[src/glct_pkg.sv]
package glct_pkg;

	localparam int COORD_BITS = 5;
	// signed working width: holds the cube z coordinate, its delta and doubled errors
	localparam int VAL_BITS   = COORD_BITS + 3;
	// step count: up to twice the coordinate span
	localparam int CNT_BITS   = COORD_BITS + 1;
	localparam int LAYER_BITS = 4;
	localparam int NUM_COMP   = 3;

	// cube component slots
	localparam int CX = 0;
	localparam int CY = 1;
	localparam int CZ = 2;

	typedef logic [COORD_BITS-1:0]        coord_t;
	typedef logic signed [VAL_BITS-1:0]   sval_t;
	typedef logic [CNT_BITS-1:0]          cnt_t;
	typedef logic [LAYER_BITS-1:0]        layer_t;

	localparam sval_t S_ZERO = sval_t'(0);
	localparam sval_t S_ONE  = sval_t'(1);
	localparam sval_t S_MONE = sval_t'(-1);
	localparam cnt_t  CNT_ONE = cnt_t'(1);

	typedef struct packed {
		coord_t from_x;
		coord_t from_y;
		layer_t from_layer;
		coord_t to_x;
		coord_t to_y;
		layer_t to_layer;
	} in_word_t;

	typedef struct packed {
		coord_t cell_x;
		coord_t cell_y;
		layer_t cell_layer;
		logic   empty_res;
		logic   swapped;
		logic   last;
	} out_word_t;

	// one cube component: value = base + rem / steps, advanced by delta / steps
	typedef struct packed {
		sval_t base;
		cnt_t  rem;
		sval_t delta;
	} comp_t;

	typedef struct packed {
		logic  hex;
		sval_t cur_x;
		sval_t cur_y;
		sval_t end_x;
		sval_t end_y;
		sval_t err;
		cnt_t  steps;
		cnt_t  st;
	} step_ctl_t;

	typedef struct packed {
		sval_t cand_x;
		sval_t cand_y;
		sval_t err_nx;
		logic  done;
		logic  emit;
	} step_res_t;

	typedef enum logic [1:0] {
		ST_IDLE,
		ST_RUN,
		ST_FINISH
	} state_t;

	function automatic sval_t abs_s(sval_t v);
		return v[VAL_BITS-1] ? -v : v;
	endfunction

endpackage

[src/glct_step.sv]
module glct_step (
	input  glct_pkg::step_ctl_t ctl,
	input  glct_pkg::comp_t     comp    [glct_pkg::NUM_COMP],
	output glct_pkg::step_res_t res,
	output glct_pkg::comp_t     comp_nx [glct_pkg::NUM_COMP]
);
	import glct_pkg::*;

	typedef struct packed {
		sval_t rnd;
		cnt_t  err;
	} rnd_t;

	// add delta to the remainder, one wrap either way since |delta| <= steps
	function automatic comp_t comp_adv(comp_t c, cnt_t steps);
		sval_t stp;
		sval_t sum;
		comp_t n;
		stp = sval_t'(steps);
		sum = sval_t'(c.rem) + c.delta;
		n = c;
		if (sum >= stp) begin
			n.rem  = cnt_t'(sum - stp);
			n.base = c.base + S_ONE;
		end else if (sum < S_ZERO) begin
			n.rem  = cnt_t'(sum + stp);
			n.base = c.base - S_ONE;
		end else begin
			n.rem  = cnt_t'(sum);
		end
		return n;
	endfunction

	// nearest integer, half away from zero; a tie has rem > 0 so sign of base decides
	function automatic rnd_t comp_round(comp_t c, cnt_t steps);
		logic [CNT_BITS:0] twice;
		logic [CNT_BITS:0] full;
		logic              up;
		rnd_t              r;
		twice = {c.rem, 1'b0};
		full  = {1'b0, steps};
		up    = (twice > full) || ((twice == full) && !c.base[VAL_BITS-1]);
		r.rnd = up ? c.base + S_ONE : c.base;
		r.err = up ? steps - c.rem : c.rem;
		return r;
	endfunction

	rnd_t  rq [NUM_COMP];
	sval_t rx, ry;
	sval_t ax, ay, d2, stx, sty, qx, qy;
	logic  go_x, go_y;

	always_comb begin
		for (int i = 0; i < NUM_COMP; i++) begin
			comp_nx[i] = comp_adv(comp[i], ctl.steps);
			rq[i]      = comp_round(comp_nx[i], ctl.steps);
		end

		// hex: recompute the component with the largest rounding error
		rx = rq[CX].rnd;
		ry = rq[CY].rnd;
		if (rq[CX].err > rq[CY].err && rq[CX].err > rq[CZ].err) begin
			rx = -rq[CY].rnd - rq[CZ].rnd;
		end else if (rq[CY].err > rq[CZ].err) begin
			ry = -rq[CX].rnd - rq[CZ].rnd;
		end

		// square: one Bresenham step, deltas shared with the x and y slots
		ax   = abs_s(comp[CX].delta);
		ay   = abs_s(comp[CY].delta);
		stx  = comp[CX].delta[VAL_BITS-1] ? S_MONE :
		       (comp[CX].delta == S_ZERO) ? S_ZERO : S_ONE;
		sty  = comp[CY].delta[VAL_BITS-1] ? S_MONE :
		       (comp[CY].delta == S_ZERO) ? S_ZERO : S_ONE;
		d2   = ctl.err <<< 1;
		go_x = d2 > -ay;
		go_y = d2 < ax;
		qx   = ctl.cur_x + (go_x ? stx : S_ZERO);
		qy   = ctl.cur_y + (go_y ? sty : S_ZERO);

		if (ctl.hex) begin
			res.cand_x = rx;
			res.cand_y = ry;
			res.err_nx = ctl.err;
			res.done   = ctl.st >= ctl.steps;
			res.emit   = (rx != ctl.cur_x) || (ry != ctl.cur_y);
		end else begin
			res.cand_x = qx;
			res.cand_y = qy;
			res.err_nx = ctl.err - (go_x ? ay : S_ZERO) + (go_y ? ax : S_ZERO);
			res.done   = (qx == ctl.end_x) && (qy == ctl.end_y);
			res.emit   = 1'b1;
		end
	end

endmodule

[src/grid_line_cell_trace.sv]
// grid_line_cell_trace: takes a pair of cells and returns, one word per cell, the cells
// that lie strictly between them, in order from the lower cell (smaller x, then smaller
// y) to the higher; swapped flags a pair given the other way round. With hex_mode clear
// the walk is the 8-connected Bresenham line; with it set the cells are axial hex
// coordinates and the trace follows the cube line, rounding each component to the
// nearest hex and dropping repeats. Cells on different layers, or a pair with nothing
// between them, give a single word with empty_res set. The final word of each pair has
// last set. Timing: one pair is worked at a time and in_ready is low from acceptance
// until the final word has been loaded into the output register. One cell step is
// taken per clock by the shared step unit while the output is not stalled; a stalled
// output holds the walk. hex_mode may only be written while no pair is in progress.
module grid_line_cell_trace (
	input  logic                 clk,
	input  logic                 arst_n,
	input  logic                 in_valid,
	output logic                 in_ready,
	input  glct_pkg::in_word_t   in_word,
	output logic                 out_valid,
	input  logic                 out_ready,
	output glct_pkg::out_word_t  out_word,
	input  logic                 cfg_wr_en,
	input  logic                 cfg_wr_data
);
	import glct_pkg::*;

	state_t    state_q, state_nx;
	out_word_t out_q, push_word;
	logic      out_valid_q;
	logic      hex_mode_q;
	logic      pend_q;          // cur holds a cell not yet sent
	logic      sw_q;
	layer_t    layer_q;
	sval_t     cur_x_q, cur_y_q, end_x_q, end_y_q, err_q;
	cnt_t      steps_q, st_q;
	comp_t     comp_q  [NUM_COMP];
	comp_t     comp_nx [NUM_COMP];

	step_ctl_t ctl;
	step_res_t res;

	logic      in_acc, out_free, adv, push, push_last;

	// set-up of a new pair
	logic      swap, same_layer;
	coord_t    sx, sy, ex, ey;
	sval_t     dq, dr, dz, az, mx, err_init;

	always_comb begin
		swap = (in_word.to_x < in_word.from_x) ||
		       ((in_word.to_x == in_word.from_x) && (in_word.to_y < in_word.from_y));
		same_layer = in_word.from_layer == in_word.to_layer;
		sx = swap ? in_word.to_x   : in_word.from_x;
		sy = swap ? in_word.to_y   : in_word.from_y;
		ex = swap ? in_word.from_x : in_word.to_x;
		ey = swap ? in_word.from_y : in_word.to_y;
		dq = sval_t'(ex) - sval_t'(sx);
		dr = sval_t'(ey) - sval_t'(sy);
		dz = -dq - dr;
		az = -sval_t'(sx) - sval_t'(sy);
		mx = abs_s(dq);
		if (abs_s(dr) > mx) begin
			mx = abs_s(dr);
		end
		if (abs_s(dz) > mx) begin
			mx = abs_s(dz);
		end
		err_init = abs_s(dq) - abs_s(dr);
	end

	always_comb begin
		ctl.hex   = hex_mode_q;
		ctl.cur_x = cur_x_q;
		ctl.cur_y = cur_y_q;
		ctl.end_x = end_x_q;
		ctl.end_y = end_y_q;
		ctl.err   = err_q;
		ctl.steps = steps_q;
		ctl.st    = st_q;
	end

	glct_step u_step (
		.ctl     (ctl),
		.comp    (comp_q),
		.res     (res),
		.comp_nx (comp_nx)
	);

	assign in_ready  = state_q == ST_IDLE;
	assign in_acc    = in_valid && in_ready;
	assign out_free  = !out_valid_q || out_ready;
	assign out_valid = out_valid_q;
	assign out_word  = out_q;

	// sequencer
	always_comb begin
		state_nx  = state_q;
		adv       = 1'b0;
		push      = 1'b0;
		push_last = 1'b0;
		unique case (state_q)
			ST_IDLE: begin
				if (in_valid) begin
					state_nx = same_layer ? ST_RUN : ST_FINISH;
				end
			end
			ST_RUN: begin
				if (res.done) begin
					state_nx = ST_FINISH;
				end else if (!res.emit || !pend_q || out_free) begin
					// a new cell pushes the one held before it
					adv  = 1'b1;
					push = res.emit && pend_q;
				end
			end
			ST_FINISH: begin
				if (out_free) begin
					push      = 1'b1;
					push_last = 1'b1;
					state_nx  = ST_IDLE;
				end
			end
			default: begin
				state_nx = ST_IDLE;
			end
		endcase
	end

	// held cell, or the empty word when nothing was found
	always_comb begin
		push_word.cell_x     = pend_q ? cur_x_q[COORD_BITS-1:0] : '0;
		push_word.cell_y     = pend_q ? cur_y_q[COORD_BITS-1:0] : '0;
		push_word.cell_layer = pend_q ? layer_q : '0;
		push_word.empty_res  = !pend_q;
		push_word.swapped    = sw_q;
		push_word.last       = push_last;
	end

	always_ff @(posedge clk or negedge arst_n) begin
		if (!arst_n) begin
			state_q <= ST_IDLE;
		end else begin
			state_q <= state_nx;
		end
	end

	always_ff @(posedge clk or negedge arst_n) begin
		if (!arst_n) begin
			out_valid_q <= 1'b0;
			hex_mode_q  <= 1'b0;
			pend_q      <= 1'b0;
		end else begin
			if (cfg_wr_en) begin
				hex_mode_q <= cfg_wr_data;
			end
			if (push) begin
				out_valid_q <= 1'b1;
			end else if (out_ready) begin
				out_valid_q <= 1'b0;
			end
			if (in_acc || push_last) begin
				pend_q <= 1'b0;
			end else if (adv && res.emit) begin
				pend_q <= 1'b1;
			end
		end
	end

	always_ff @(posedge clk) begin
		if (push) begin
			out_q <= push_word;
		end
		if (in_acc) begin
			cur_x_q  <= sval_t'(sx);
			cur_y_q  <= sval_t'(sy);
			end_x_q  <= sval_t'(ex);
			end_y_q  <= sval_t'(ey);
			err_q    <= err_init;
			steps_q  <= cnt_t'(mx);
			st_q     <= CNT_ONE;
			layer_q  <= in_word.from_layer;
			sw_q     <= swap && same_layer;
			comp_q[CX].base  <= sval_t'(sx);
			comp_q[CX].rem   <= '0;
			comp_q[CX].delta <= dq;
			comp_q[CY].base  <= sval_t'(sy);
			comp_q[CY].rem   <= '0;
			comp_q[CY].delta <= dr;
			comp_q[CZ].base  <= az;
			comp_q[CZ].rem   <= '0;
			comp_q[CZ].delta <= dz;
		end else if (adv) begin
			st_q  <= cnt_t'(st_q + CNT_ONE);
			err_q <= res.err_nx;
			for (int i = 0; i < NUM_COMP; i++) begin
				comp_q[i] <= comp_nx[i];
			end
			if (res.emit) begin
				cur_x_q <= res.cand_x;
				cur_y_q <= res.cand_y;
			end
		end
	end

endmodule

[config.mk]
export PLATFORM = sky130hd
export DESIGN_NAME = grid_line_cell_trace
export DESIGN_NICKNAME = d
export VERILOG_FILES = /design/src/glct_pkg.sv /design/src/glct_step.sv /design/src/grid_line_cell_trace.sv
export SDC_FILE = /design/constraint.sdc
export NUM_CORES = 1
export LEC_CHECK = 0
export BUFFER_PORTS_ARGS = -buffer_cell sky130_fd_sc_hd__clkbuf_2
export CORE_MARGIN = 1
export CORE_UTILIZATION = 55
export DETAILED_ROUTE_END_ITERATION = 6
export GPL_TIMING_DRIVEN = 0
export PLACE_DENSITY = 0.72
export SYNTH_ARGS = -nofsm -noshare
export SYNTH_HDL_FRONTEND = slang
export SYNTH_SLANG_ARGS = --single-unit
[constraint.sdc]
create_clock -name clk -period 28.2 [get_ports clk]
set_input_delay 5.64 -clock clk [delete_from_list [all_inputs] [get_ports clk]]
set_output_delay 5.64 -clock clk [all_outputs]
set_load 0.05 [all_outputs]
==> results of run 1 <==
[worst max-delay path, delay by kind of cell]
kind	cells	cell delay, ns
AND/OR/NAND/NOR	9	1.07
multiplexers	1	0.45
adder cells (fa/ha/maj)	3	1.06
XOR/XNOR	1	0.12
buffers and inverters	4	1.09
AO/OA/AOI/OAI	19	4.69
[Yosys cell counts (all sizes together) (13+ instances only)]
library cell	number	area, um2
a211oi	23	173
ha	233	2920
inv	165	619
and3	13	81.3
a21oi	125	633
nand4	23	144
o21a	32	240
nor2b	40	250
edfxtp	93	2790
nor2	163	612
o22ai	28	175
dfxtp	36	721
clkbuf	44	165
o21ai	106	538
a21o	45	338
mux2i	52	521
mux2	14	158
xnor2	117	1020
a31oi	20	131
nand2b	38	238
fa	25	500
or3	18	113
o21bai	14	105
nor3	37	196
buf	13	67.6
and2	36	225
nand2	123	462
xor2	53	464
nand3	39	195
o211ai	26	205
[cells by family after synthesis]
kind of cell	after synthesis	synth area share [%]
mux	66	4.04
xor+xnor	177	9.80
fa+ha+maj	258	20.3
buf+inv	224	5.11
compound gates	528	21.1
simple gates	594	18.0
flops	134	21.6
other cells	1	0.0223
[registers in the layout, indices dropped and copies added, names as in the netlist]
signal and cells:
layer_q 4, cur_x_q 8, out_valid 1, out_word 17, st_q 6, state_q 2
comp_q 62, cur_y_q 8, end_y_q 5, hex_mode_q 1, pend_q 1, steps_q 6
err_q 7, end_x_q 5, sw_q 1
[layer usage]
layer | track usage [%] | part of all wire (%)
met5 | 0 | 0
met4 | 9.88 | 2.4
met3 | 5.86 | 7.9
met2 | 53.5 | 45
met1 | 44.7 | 44
[per-stage QoR]
stage                     cell area, um2  util (%)  setup slack, ns
after floorplan                    16800         -            15.58
after global placement             17600      58.8            13.95
after detailed placement           17600      58.9            13.80
after CTS                          18200      61.0            14.24
after global routing               18200      61.0            13.65
final                              18200      61.0            14.25
[cell type report]
cell class / instances / area [um2] / share of cell area [%]
multi-input combinational: 1627 / 12300 / 67.6
sequential: 134 / 3640 / 20.0
inverter: 167 / 627 / 3.44
clock buffer: 24 / 534 / 2.93
tap: 390 / 488 / 2.68
timing repair buffer: 53 / 288 / 1.58
buffer: 57 / 234 / 1.28
clock inverter: 8 / 81.3 / 0.446
antenna: 1 / 2.50 / 0.0137
[path summary, 6_finish.rpt]
check,startpoint,endpoint,slack (ns),cells past startpoint
min in group asynchronous,arst_n,pend_q,5.01,1
setup reg to reg,comp_q[44],comp_q[19],15.18,43
max in group asynchronous,arst_n,state_q[0],23.03,1
setup / recovery,in_word[24],steps_q[5],14.25,37
hold reg to reg,sw_q,out_word[1],0.46,0
hold / removal,sw_q,out_word[1],0.46,0
==> impl_metrics.py, run 1 <==
metrics = {
    "status": {
        "status": "finished, final reports clean",
    },
    "placed_design": {
        "dpl.hpwl_mm": 41.5,
        "placedCellCount": 2428,
        "io_buffers": 52,
        "gp_congestion": 1.02,
    },
    "sta": {
        "slew_headroom_pct": 32.0,
        "setup_viol": 0,
        "setup_tns_ns": 0,
        "timing.fmax_mhz": 71.7,
        "grt_setup_unrepaired": "false",
        "period_minus_slack_ns": 13.95,
        "finalCritPeriodShare_pct": 49.5,
        "skew_ns": 0.0113,
        "slew_viol_final": 0,
        "tightest_slew_ns": 1.02,
        "hold_viol": 0,
        "holdWs_ns": 0.457,
    },
    "clock_tree": {
        "clockBufferDepth": 2,
        "htree_levels": 4,
        "clock-root-buffer": "clkbuf_16",
        "clkSlewWorstSetupHoldPaths_ns": 0.06,
        "postCtsHoldBufs": 0,
        "cts_tree": "done",
        "cts-resized-gates": 0,
        "clkSinkCount": 134,
        "post_cts.repair.setup_buffers": 0,
        "insertion_delay_ns": 0.44,
        "cts_made_buffers": 17,
    },
    "grt": {
        "grtUsageTotal_pct": 33.0,
        "grt_pass1_wl_mm": 79.0,
        "grt_antenna_before_repair": 0,
        "grt_max_degree": 31,
        "grt-ovfl-total": 0,
        "grt_pass1_vias": 14200,
    },
    "yosys": {
        "synth-seq-cells": 134,
        "async_flop_share_pct": 3.73,
        "ys_warn_count": 0,
        "ys.flop_type": "edfxtp_1",
        "syn_avg_cell_area_um2": 8.48,
        "ys_types": 94,
        "synth_cells": 1982,
        "synth_area_um2": 16800,
        "synth_edf_count": 93,
        "yosysSeqAreaShare_pct": 21.6,
    },
    "hold_path": {
        "hold_class": "register to register",
    },
    "floorplanning": {
        "die_y_um": 177,
        "num_rows": 63,
        "core_area_um2": 29900,
        "start_util_pct": 56.3,
        "ios": 53,
        "die_w_um": 177,
        "die-area_um2": 31300,
    },
    "worst_setup_path": {
        "criticalPathCategory": "input port to register",
        "cp-start-kind": "input port",
        "cp-end-kind": "register",
        "critical-path-slowest-cell": "a31oi_1",
        "cpPeakStageDelay_ns": 0.81,
        "required_ns": 28.37,
        "cp_max_fo": 11,
        "cp.arrival_ns": 14.13,
    },
    "final_layout": {
        "most-common-layout-cells": "ha_1 (233), inv_1 (165), nor2_1 (162)",
        "layout.cells.non_filler": 2461,
        "area_growth_pct": 8.38,
        "nets": 2349,
        "fillerInstances": 2656,
        "drive_above_1_share_pct": 6.33,
        "final_common_cell": "ha_1",
    },
    "route": {
        "dr.pass1.iters": 6,
        "postRouteAntennaNets": 0,
        "drt_iter0_drc": 1520,
        "viasPerCell": 6.29,
        "drc": 0,
        "wl_mm": 51.8,
        "via_count": 15500,
        "wire_per_inst_um": 21.0,
    },
    "flow_run": {
        "cap_violations": 0,
    },
}
Power of run 1 is left out: the tool's default activity adds up to more than one toggle a clock period on the data nets, which glitch-free logic cannot reach.
==> inputs of run 2 (changes only) <==
--- a/config.mk
+++ b/config.mk
@@ -10,7 +10,7 @@
 export CORE_UTILIZATION = 55
 export DETAILED_ROUTE_END_ITERATION = 6
 export GPL_TIMING_DRIVEN = 0
-export PLACE_DENSITY = 0.72
+export PLACE_DENSITY = 0.75
 export SYNTH_ARGS = -nofsm -noshare
 export SYNTH_HDL_FRONTEND = slang
 export SYNTH_SLANG_ARGS = --single-unit
==> constraint.sdc (replaced) <==
create_clock -name clk -period 12.2 [get_ports clk]
set_input_delay 2.44 -clock clk [delete_from_list [all_inputs] [get_ports clk]]
set_output_delay 2.44 -clock clk [all_outputs]
set_load 0.05 [all_outputs]
==> impl_metrics.py, run 2 (same netlist as run 1, synthesis figures left out) <==
metrics = {
    "route": {
        "via_count": 15500,
        "postRouteAntennaNets": 0,
        "dr.pass1.iters": 5,
        "viasPerCell": 6.31,
        "wire_per_inst_um": 20.8,
        "drc": 0,
        "wl_mm": 51.2,
        "drt_iter0_drc": 1455,
    },
    "sta": {
        "period_minus_slack_ns": 11.68,
        "skew_ns": 0.0163,
        "timing.fmax_mhz": 85.6,
        "setup_viol": 0,
        "finalCritPeriodShare_pct": 95.8,
        "hold_viol": 0,
        "slew_viol_final": 0,
        "tightest_slew_ns": 1.11,
        "slew_headroom_pct": 25.6,
    },
    "final_layout": {
        "layout.cells.non_filler": 2462,
        "most-common-layout-cells": "ha_1 (233), inv_1 (165), nor2_1 (162)",
        "final_common_cell": "ha_1",
        "regMostFlops": "comp_q",
        "largest_register_ffs": 62,
        "drive_above_1_share_pct": 7.14,
        "area_growth_pct": 8.57,
        "n_antenna_cell": 0,
        "fillerInstances": 2646,
        "fin_util_pct": 61.1,
        "nets": 2351,
    },
    "placed_design": {
        "io_buffers": 52,
        "placedCellCount": 2428,
        "gp_congestion": 0.989,
        "dpl.hpwl_mm": 41.5,
    },
    "clock_tree": {
        "htree_levels": 4,
        "clkSinkCount": 134,
        "cts_tree": "done",
        "clkSlewWorstSetupHoldPaths_ns": 0.06,
        "cts_made_buffers": 17,
        "postCtsHoldBufs": 0,
        "insertion_delay_ns": 0.45,
        "clock-root-buffer": "clkbuf_16",
        "clockBufferDepth": 2,
    },
    "floorplanning": {
        "ios": 53,
        "core_area_um2": 29900,
        "die_y_um": 177,
        "start_util_pct": 56.3,
        "num_rows": 63,
        "die_w_um": 177,
        "die-area_um2": 31300,
    },
    "grt": {
        "grt_antenna_before_repair": 0,
        "grt-ovfl-total": 0,
        "grtUsageTotal_pct": 32.9,
        "grt_pass1_wl_mm": 79.2,
        "grt_max_degree": 32,
        "grt_pass1_vias": 14600,
    },
    "hold_path": {
        "hold_class": "register to register",
    },
    "worst_setup_path": {
        "r2r_slack_ns": 0.52,
        "reg2reg_depth": 44,
        "cp-startpoint": "comp_q[44]",
        "cp_max_fo": 10,
        "required_ns": 12.32,
        "criticalPathCategory": "register to register",
        "cp.arrival_ns": 11.80,
        "worstReg2RegEnd": "err_q[1]",
        "cpPeakStageDelay_ns": 0.56,
        "cp-start-kind": "register",
        "cp-end-kind": "register",
        "setup.worst_path.end": "err_q[1]",
        "critical-path-slowest-cell": "edfxtp_1",
        "timing.rr.start": "comp_q[44]",
    },
    "flow_run": {
        "cap_violations": 0,
    },
    "status": {
        "status": "finished, final reports clean",
    },
}
## run 2: cell types whose count changed in the layout (fill, tap and decap cells not counted), sizes merged
cell      previous run  this run
buf                 14        15
clkbuf             120       115
clkinv               6         8
clkinvlp             1         3
diode                1         0
inv                167       169
## run 2: per-stage QoR
| step | cell area, um2 | worst slack (ns) | TNS (ns) | hold slack [ns] |
|---|---|---|---|---|
| floorplan | 16800 | 2.72 | 0 | 0.400 |
| global placement | 17600 | -0.307 | -6.54 | 0.425 |
| detailed placement | 17600 | -0.389 | -8.92 | 0.428 |
| CTS | 18200 | 0.0383 | 0 | 0.445 |
| global route | 18200 | -0.0256 | -0.176 | 0.464 |
| finish | 18200 | 0.517 | 0 | 0.444 |
## run 2: worst min-delay path by stage
stage / endpoint / cells after the start / startpoint / slack, ns
after global routing: out_word[1] / 0 / sw_q / 0.46
after CTS: out_word[1] / 0 / sw_q / 0.45
after global placement: out_word[1] / 0 / sw_q / 0.42
final: out_word[1] / 0 / sw_q / 0.44
after floorplan: out_word[1] / 0 / sw_q / 0.40
after detailed placement: out_word[1] / 0 / sw_q / 0.43
## run 2: layer usage
metal	up-vias	global-route usage, %	part of all wire, %
met3	105	5.15	7.7
met4	0	9.95	2.6
li1	7405	-	-
met2	616	53.2	45
met1	7417	45.1	44
met5	-	0	0
## run 2: timing repair
action	4_1_cts	5_1_grt
setup buffers	1	1
pin swaps	1	1
gates resized for setup	4	20
setup endpoints to repair	25	101
## run 2: cell type report
cell class / instances / area [um2] / area share (%)
plain buffers: 57 / 240 / 1.32
clock buffers: 18 / 439 / 2.41
clock inverters: 14 / 125 / 0.686
inverters: 167 / 627 / 3.44
multi-input cells: 1627 / 12400 / 67.9
flip-flops and latches: 134 / 3640 / 19.9
well taps: 390 / 488 / 2.67
repair buffers: 55 / 295 / 1.62
## run 2: critical path, delay by kind of cell, from the launching register on
kind	cells	cell delay [ns]
XOR/XNOR	2	0.42
flip-flops	1	0.56
AND/OR/NAND/NOR	10	1.96
AO/OA/AOI/OAI	21	4.99
adder cells (fa/ha/maj)	5	1.63
buffers and inverters	6	1.79
Power of run 2 is left out for the same reason.
